==> config.mk <==
export PLATFORM = sky130hd
export DESIGN_NAME = wrm_ctrl
export DESIGN_NICKNAME = d
export VERILOG_FILES = /design/src/hw/rtl/wrm_pkg.sv /design/src/hw/rtl/wrm_ctrl.sv
export SDC_FILE = /design/constraint.sdc
export NUM_CORES = 1
export LEC_CHECK = 0
export CORE_AREA = 2 2 39 41
export DETAILED_ROUTE_END_ITERATION = 7
export DIE_AREA = 0 0 41 43
export DONT_BUFFER_PORTS = 1
export GPL_TIMING_DRIVEN = 0
export PLACE_DENSITY = 0.43
export SETUP_SLACK_MARGIN = 0.5
export SLEW_MARGIN = 20
export SYNTH_ARGS = -nofsm -noshare
export SYNTH_HDL_FRONTEND = slang
export SYNTH_SLANG_ARGS = --single-unit
==> constraint.sdc <==
create_clock -name clk -period 2.5 [get_ports clk]
set_input_delay 0.5 -clock clk [delete_from_list [all_inputs] [get_ports clk]]
set_output_delay 0.5 -clock clk [all_outputs]
set_load 0.1 [all_outputs]
==> src/hw/rtl/wrm_pkg.sv <==
// Shared types and constants for the windowed RSI and mean block.
package wrm_pkg;

  // Fixed widths of the payload ports.
  localparam int PRICE_PORT_W = 32;
  localparam int COUNT_PORT_W = 8;
  localparam int CFG_W        = 8;
  localparam int RSI_W        = 15;

  // 100.0 with 8 fractional bits.
  localparam int RSI_SCALE    = 25600;

  // Window length after reset, and the smallest length a write may set.
  localparam int RESET_WINDOW = 14;
  localparam int MIN_WINDOW   = 2;

  // Operand selection for the shared divider.
  localparam logic DIV_RSI  = 1'b0;
  localparam logic DIV_MEAN = 1'b1;

  // Commands from the controller to the datapath.
  typedef struct packed {
    logic capture;    // latch the input price
    logic ring_read;  // read the slot after the oldest price
    logic drop;       // remove the oldest price and difference when full
    logic add;        // insert the new price and difference
    logic prep;       // form the RSI numerator and denominator
    logic div_start;  // start the shared divider
    logic div_sel;    // DIV_RSI or DIV_MEAN
    logic take_rsi;   // store the RSI quotient
    logic take_mean;  // store the mean quotient
    logic load_out;   // move the finished result to the output register
  } dp_cmd_t;

  // Status from the datapath to the controller.
  typedef struct packed {
    logic gain_zero;  // gain sum is zero, the RSI is zero
    logic div_done;   // divider quotient is ready
  } dp_status_t;

endpackage

==> src/hw/rtl/wrm_ctrl.sv <==
// Controller: sequences one price through update, one or two divisions and output.
module wrm_ctrl
  import wrm_pkg::*;
(
  input  logic       clk,
  input  logic       rst,
  input  logic       in_valid,
  output logic       in_ready,
  output logic       out_valid,
  input  logic       out_ready,
  input  dp_status_t status,
  output dp_cmd_t    cmd
);

  localparam logic [3:0] ST_IDLE     = 4'd0;
  localparam logic [3:0] ST_READ     = 4'd1;
  localparam logic [3:0] ST_DROP     = 4'd2;
  localparam logic [3:0] ST_ADD      = 4'd3;
  localparam logic [3:0] ST_PREP     = 4'd4;
  localparam logic [3:0] ST_RSI_GO   = 4'd5;
  localparam logic [3:0] ST_RSI_RUN  = 4'd6;
  localparam logic [3:0] ST_MEAN_GO  = 4'd7;
  localparam logic [3:0] ST_MEAN_RUN = 4'd8;
  localparam logic [3:0] ST_DONE     = 4'd9;

  logic [3:0] state;
  logic [3:0] state_next;

  assign in_ready = (state == ST_IDLE);

  // Next state and datapath commands.
  always_comb begin
    cmd        = '0;
    state_next = state;
    unique case (state)
      ST_IDLE: begin
        if (in_valid) begin
          cmd.capture = 1'b1;
          state_next  = ST_READ;
        end
      end
      ST_READ: begin
        cmd.ring_read = 1'b1;
        state_next    = ST_DROP;
      end
      ST_DROP: begin
        cmd.drop   = 1'b1;
        state_next = ST_ADD;
      end
      ST_ADD: begin
        cmd.add    = 1'b1;
        state_next = ST_PREP;
      end
      ST_PREP: begin
        cmd.prep   = 1'b1;
        state_next = status.gain_zero ? ST_MEAN_GO : ST_RSI_GO;
      end
      ST_RSI_GO: begin
        cmd.div_start = 1'b1;
        cmd.div_sel   = DIV_RSI;
        state_next    = ST_RSI_RUN;
      end
      ST_RSI_RUN: begin
        cmd.div_sel = DIV_RSI;
        if (status.div_done) begin
          cmd.take_rsi = 1'b1;
          state_next   = ST_MEAN_GO;
        end
      end
      ST_MEAN_GO: begin
        cmd.div_start = 1'b1;
        cmd.div_sel   = DIV_MEAN;
        state_next    = ST_MEAN_RUN;
      end
      ST_MEAN_RUN: begin
        cmd.div_sel = DIV_MEAN;
        if (status.div_done) begin
          cmd.take_mean = 1'b1;
          state_next    = ST_DONE;
        end
      end
      ST_DONE: begin
        // Wait until the output register is free or being emptied.
        if (!out_valid || out_ready) begin
          cmd.load_out = 1'b1;
          state_next   = ST_IDLE;
        end
      end
      default: begin
        state_next = ST_IDLE;
      end
    endcase
  end

  // State register and output valid flag.
  always_ff @(posedge clk) begin
    if (rst) begin
      state     <= ST_IDLE;
      out_valid <= 1'b0;
    end else begin
      state <= state_next;
      if (cmd.load_out) begin
        out_valid <= 1'b1;
      end else if (out_ready) begin
        out_valid <= 1'b0;
      end
    end
  end

endmodule

==> results.py, run 1 <==
metrics = {
    "placed_design": {
        "dp.cells": 68,
        "hpwl_um": 776,
        "io_buffers": 0,
        "gp_congestion": 0.7400,
        "dpl_cell_area_um2": 514.2,
    },
    "power": {
        "p_seq_share_pct": 21.6,
        "cellLeakagePower_nw": 0.3040,
        "power.internal_uw": 222.4,
        "ir_drop_v": 0.0002454,
        "powerDensity_nw_per_um2": 541.2,
        "p_sw_uw": 192.0,
        "p_comb_share_pct": 54.9,
        "switching_share_pct": 46.32,
        "p_clk_share_pct": 23.5,
    },
    "synthesis": {
        "synth-async-reset-ratio_pct": 0,
        "syn_avg_cell_area_um2": 7.581,
        "ys_types": 28,
        "ys_seq_area_share_pct": 25.89,
        "yosysWarnings": 0,
        "ys_top_cells_by_area": "dfxtp_1 26%, nor3_1 6.5%, nor2_1 5.8%",
        "ys_ff_latch": 5,
        "syn_area_um2": 386.6,
        "syn_inst": 51,
        "synth_edf_count": 0,
        "synth_top_area_share_pct": 25.89,
        "synth_nets": 57,
        "yosysTopAreaCell": "dfxtp_1",
        "synthFlopType": "dfxtp_1",
    },
    "global_routing": {
        "grt_start_max_net_pins": 11,
        "overflow": 0,
        "grt_first_pass_wirelength_um": 1952,
        "grt_pass1_vias": 436,
        "antenna_found_initial": 0,
        "grt_usage_pct": 16.90,
    },
    "timing": {
        "slew_viol_final": 0,
        "rsz0062_at_grt": "true",
        "min_period_ns": 2.254,
        "worst-slew-pin-transition_ns": 0.9954,
        "clock.fmax_mhz": 443.7,
        "finalCritPeriodShare_pct": 90.14,
        "finClkSkew_ns": 0.001349,
        "timing.final.setup_violations": 0,
        "hold_violations": 0,
        "maxSlewHeadroom_pct": 33.42,
        "fin_setup_tns_ns": 0,
    },
    "floorplan": {
        "die_area_um2": 1763,
        "start_util_pct": 27.94,
        "rows": 14,
        "die_h_um": 43,
        "die_w_um": 41,
        "io_pins": 18,
        "coreArea_um2": 1384,
    },
    "routing": {
        "viasPerCell": 5.125,
        "first_pass_iters": 2,
        "vias": 451,
        "drc": 0,
        "routed_wl_um": 1253,
        "detail-route-antenna-nets": 0,
        "wl_per_cell_um": 14.24,
        "drtIter0Drc": 11,
    },
    "setup_path": {
        "endpoint_kind": "output port",
        "path_max_fanout": 4,
        "worst_setup_path_start_kind": "flip-flop",
        "criticalPathCategory": "reg -> out",
        "critPathArrivalTime_ns": 1.75,
        "critical_path_required_ns": 2.00,
    },
    "clocking": {
        "cts_hold_buf": 0,
        "cts.path.max_buffers": 2,
        "cts_tree": "yes",
        "clk_latency_ns": 0.25,
        "clk_pin_slew_ns": 0.04,
        "clock_sinks": 5,
        "numCtsBuffers": 3,
        "root_buffer": "clkbuf_4",
        "htreeDepth": 1,
    },
    "job": {
        "drv_cap": 0,
    },
    "hold_path": {
        "worstHoldPathType": "in -> reg",
    },
    "finish": {
        "drive_above_1_share_pct": 66.67,
        "nFillCells": 131,
        "design_area_um2": 765.7,
        "num-nets-final": 79,
        "layout.cells.non_filler": 88,
        "n_antenna_cell": 0,
        "area_growth_pct": 98.06,
    },
    "status": {
        "status": "finished, final reports clean",
    },
}
-- layer usage --
metal | global-route usage, % | vias up | share of wire [%]
li1 | - | 223 | -
met1 | 22.33 | 201 | 41
met5 | 0 | - | 0
met4 | 12.00 | 0 | 2.3
met3 | 3.665 | 3 | 7.9
met2 | 23.13 | 24 | 49
-- timing repair --
action / CTS / global route
setup endpoints to repair: 9 / 10
gates resized for setup: 20 / 7
buffers inserted: 13 / 3
pin swaps: 11 / 6
-- power groups by stage --
stage                     Combinational [mW]  Clock (mW)  Sequential, mW
final                                  0.228      0.0972          0.0895
after CTS                              0.220       0.101          0.0888
after detailed placement               0.177           0          0.0892
after floorplan                        0.158           0          0.0887
after global routing                   0.238       0.107          0.0897
after global placement                 0.167           0          0.0892
-- flip-flops by register name (all words and copies together) (netlist names) --
| signal | cells |
|---|---|
| state | 4 |
| out_valid | 1 |
-- worst max-delay path, stage by stage (launching register included) --
cell	delay (ns)
dfxtp_1	0.30
buf_6	0.12
or4_4	0.58
inv_12	0.15
and2_4	0.35
-- path summary, 6_finish.rpt --
kind | startpoint | endpoint | slack [ns] | cells after the start
max | state[0] | cmd[9] | 0.25 | 4
min | rst | out_valid | 0.31 | 1
max reg2reg | out_valid | state[3] | 0.95 | 3
min reg2reg | state[2] | state[1] | 0.64 | 3
-- cells by family after synthesis --
logic type | count (synthesis) | synth area share (%)
compound gates | 8 | 16.83
xor+xnor | 1 | 2.266
buf+inv | 8 | 11.97
flops | 5 | 25.89
simple gates | 29 | 43.04
-- Yosys cell counts (2+ instances only) --
master / n
nor3_1: 5
nor4_1: 2
dfxtp_1: 5
nor2_1: 6
buf_4: 2
nand2_1: 4
nand2b_1: 3
a21oi_1: 2
inv_1: 3
-- final cells by class --
cell class	instances	area (um^2)	share of cell area, %
buffer	4	45.04	5.882
multi-input combinational	38	372.9	48.69
clock buffer	4	26.28	3.431
sequential	5	107.6	14.05
timing repair buffer	17	162.7	21.24
tap	16	20.02	2.614
inverter	4	31.28	4.085
-- stage by stage --
step | hold slack (ns) | total power [mW] | utilization (%) | setup WS, ns
2_1_floorplan | 0.5691 | 0.2469 | - | 0.2553
3_3_place_gp | 0.5715 | 0.2558 | 35.62 | 0.1820
3_5_place_dp | 0.5737 | 0.2658 | 37.16 | 0.3905
4_1_cts | 0.3037 | 0.4101 | 51.36 | 0.2432
5_1_grt | 0.3025 | 0.4356 | 55.33 | 0.2154
6_report | 0.3090 | 0.4144 | 55.33 | 0.2464
-- layout by cell type (no fill, tap or decap), types with 2 or more instances in the layout --
master / n
buf_4: 11
buf_6: 8
nor2_4: 4
nor3_4: 4
clkbuf_4: 3
dfxtp_2: 3
nand2_4: 2
nand2b_4: 2
inv_1: 2
nor2_1: 2
nand2_1: 2
a21oi_1: 2
Note: power is estimated with default switching activity, not from simulation.
==> inputs of run 2 (changes only) <==
Settings changed: GPL_TIMING_DRIVEN 0 to 1, TNS_END_PERCENT from default to 100.
==> run 2 against run 1 <==
  * Cell area is 13% lower
  * Sequential share of layout area is 2.8 points higher
  * Combinational power is 19% lower
  * Global-route usage is 1.4 points lower
  * Worst setup slack better by 0.087 ns
  * Register-to-register slack better by 0.15 ns
  * Fmax is 4.0% higher
  * Hold slack better by 0.011 ns
  * Highest routed layer is now met3
  * Clock power is 1% lower
  * Non-clock buffer count is 6 lower
  * First-iteration DRC count is 36% lower
==> results.py, run 2 (synthesis gave the netlist of run 1 again) <==
metrics = {
    "setup_path": {
        "slowest_stage": "or4_4",
        "worst_setup_path_start_kind": "flip-flop",
        "critPathArrivalTime_ns": 1.67,
        "path_cells": "or4_4 > inv_12 > and2_4",
        "crit_buf_inv": 1,
        "critical_path_required_ns": 2.00,
        "path_max_fanout": 2,
        "r2r-start": "state[1]",
        "reg2reg_depth": 4,
        "r2r_end": "state[3]",
        "cpPeakStageDelay_ns": 0.59,
        "r2r_slack_ns": 1.10,
        "endpoint_kind": "output port",
        "cp_top_family": "simple AND/OR/NAND/NOR gates",
        "criticalPathCategory": "reg -> out",
    },
    "clocking": {
        "numCtsBuffers": 3,
        "htreeDepth": 1,
        "root_buffer": "clkbuf_4",
        "cts.path.max_buffers": 2,
        "clk_latency_ns": 0.24,
        "clk_pin_slew_ns": 0.05,
        "clock_sinks": 5,
        "cts_tree": "yes",
    },
    "floorplan": {
        "rows": 14,
        "die_h_um": 43,
        "start_util_pct": 27.94,
        "coreArea_um2": 1384,
        "die_w_um": 41,
        "die_area_um2": 1763,
        "io_pins": 18,
    },
    "routing": {
        "drc": 0,
        "drtIter0Drc": 7,
        "wl_per_cell_um": 13.35,
        "detail-route-antenna-nets": 0,
        "routed_wl_um": 1095,
        "first_pass_iters": 4,
        "vias": 419,
        "viasPerCell": 5.110,
    },
    "finish": {
        "finish.utilization_pct": 48.28,
        "n_antenna_cell": 0,
        "regMostFlops": "state",
        "num-nets-final": 73,
        "final_cell_mix": "9 x buf_4, 4 x nor3_4, 4 x buf_6",
        "nFillCells": 132,
        "largest_reg_flops": 4,
        "design_area_um2": 668.1,
        "final_common_cell": "buf_4",
        "drive_above_1_share_pct": 59.09,
        "area_growth_pct": 72.82,
        "largestRegisters": "state (4), out_valid (1)",
    },
    "timing": {
        "slew_viol_final": 0,
        "timing.final.setup_violations": 0,
        "worst-slew-pin-transition_ns": 0.2846,
        "clock.fmax_mhz": 461.6,
        "min_period_ns": 2.167,
        "maxSlewHeadroom_pct": 80.99,
        "finalCritPeriodShare_pct": 86.66,
        "hold_violations": 0,
        "postLayoutSetupSlackWorst_ns": 0.3334,
        "finClkSkew_ns": 0.003403,
        "fin_setup_tns_ns": 0,
        "rsz0062_at_grt": "true",
    },
    "hold_path": {
        "hold_end": "state[3]",
        "worstHoldPathType": "in -> reg",
        "min_path_cells": 1,
        "worstHoldStart": "rst",
    },
    "power": {
        "powerDensity_nw_per_um2": 554.7,
        "ir_drop_v": 0.0003087,
        "p_total_uw": 370.6,
        "cellLeakagePower_nw": 0.2589,
    },
    "job": {
        "drv_cap": 0,
    },
    "placed_design": {
        "gp_congestion": 0.7269,
        "io_buffers": 0,
        "place_ws_ns": 0.4305,
        "hpwl_um": 837.2,
        "dpl_cell_area_um2": 563.0,
    },
    "global_routing": {
        "grt_first_pass_wirelength_um": 1869,
        "grt_pass1_vias": 436,
        "grt_usage_pct": 15.45,
        "grt_start_max_net_pins": 12,
        "overflow": 0,
        "antenna_found_initial": 0,
    },
    "status": {
        "status": "finished, final reports clean",
    },
}
## run 2: what timing repair did
item / in CTS / in global routing
pin swaps: 2 / 1
setup buffers: 4 / 0
endpoints found under the setup margin: 10 / 7
hold buffers: 0 / 0
resized for setup: 12 / 6
## run 2: worst max-delay path by stage
| stage | from | to | slack, ns | depth (start not counted) |
|---|---|---|---|---|
| floorplan | state[3] | cmd[5] | 0.26 | 2 |
| global placement | state[3] | cmd[9] | 0.45 | 3 |
| detailed placement | state[3] | cmd[9] | 0.43 | 3 |
| CTS | state[1] | cmd[9] | 0.32 | 3 |
| global route | state[1] | cmd[9] | 0.30 | 3 |
| finish | state[1] | cmd[9] | 0.33 | 3 |
## run 2: metrics by stage
| step | hold WS [ns] | instances |
|---|---|---|
| 4_1_cts | 0.3143 | 82 |
| 6_report | 0.3196 | 82 |
| 3_3_place_gp | 0.5711 | 74 |
| 3_5_place_dp | 0.5761 | 74 |
| 2_1_floorplan | 0.5691 | 51 |
| 5_1_grt | 0.3101 | 82 |
## run 2: area by class of cell
class | instances | area, um^2 | share of cell area [%]
well taps | 16 | 20.02 | 2.996
repair buffers | 15 | 152.6 | 22.85
flip-flops and latches | 5 | 112.6 | 16.85
inverters | 4 | 27.53 | 4.120
multi-input cells | 38 | 329.1 | 49.25
clock buffers | 4 | 26.28 | 3.933
## run 2: metal layers
layer,vias up,global-route usage [%],wire length (um)
li1,211,-,-
met1,190,20.00,427
met2,18,23.44,556
met3,0,7.330,111
met4,0,2.000,0
met5,-,0,0
## run 2: power by group
part | total [mW] | leakage (nW) | switching [mW] | internal [mW]
registers | 0.0896 | 0.0433 | 0.00496 | 0.0846
clock network | 0.0962 | 0.0150 | 0.0357 | 0.0605
logic | 0.185 | 0.201 | 0.134 | 0.0510
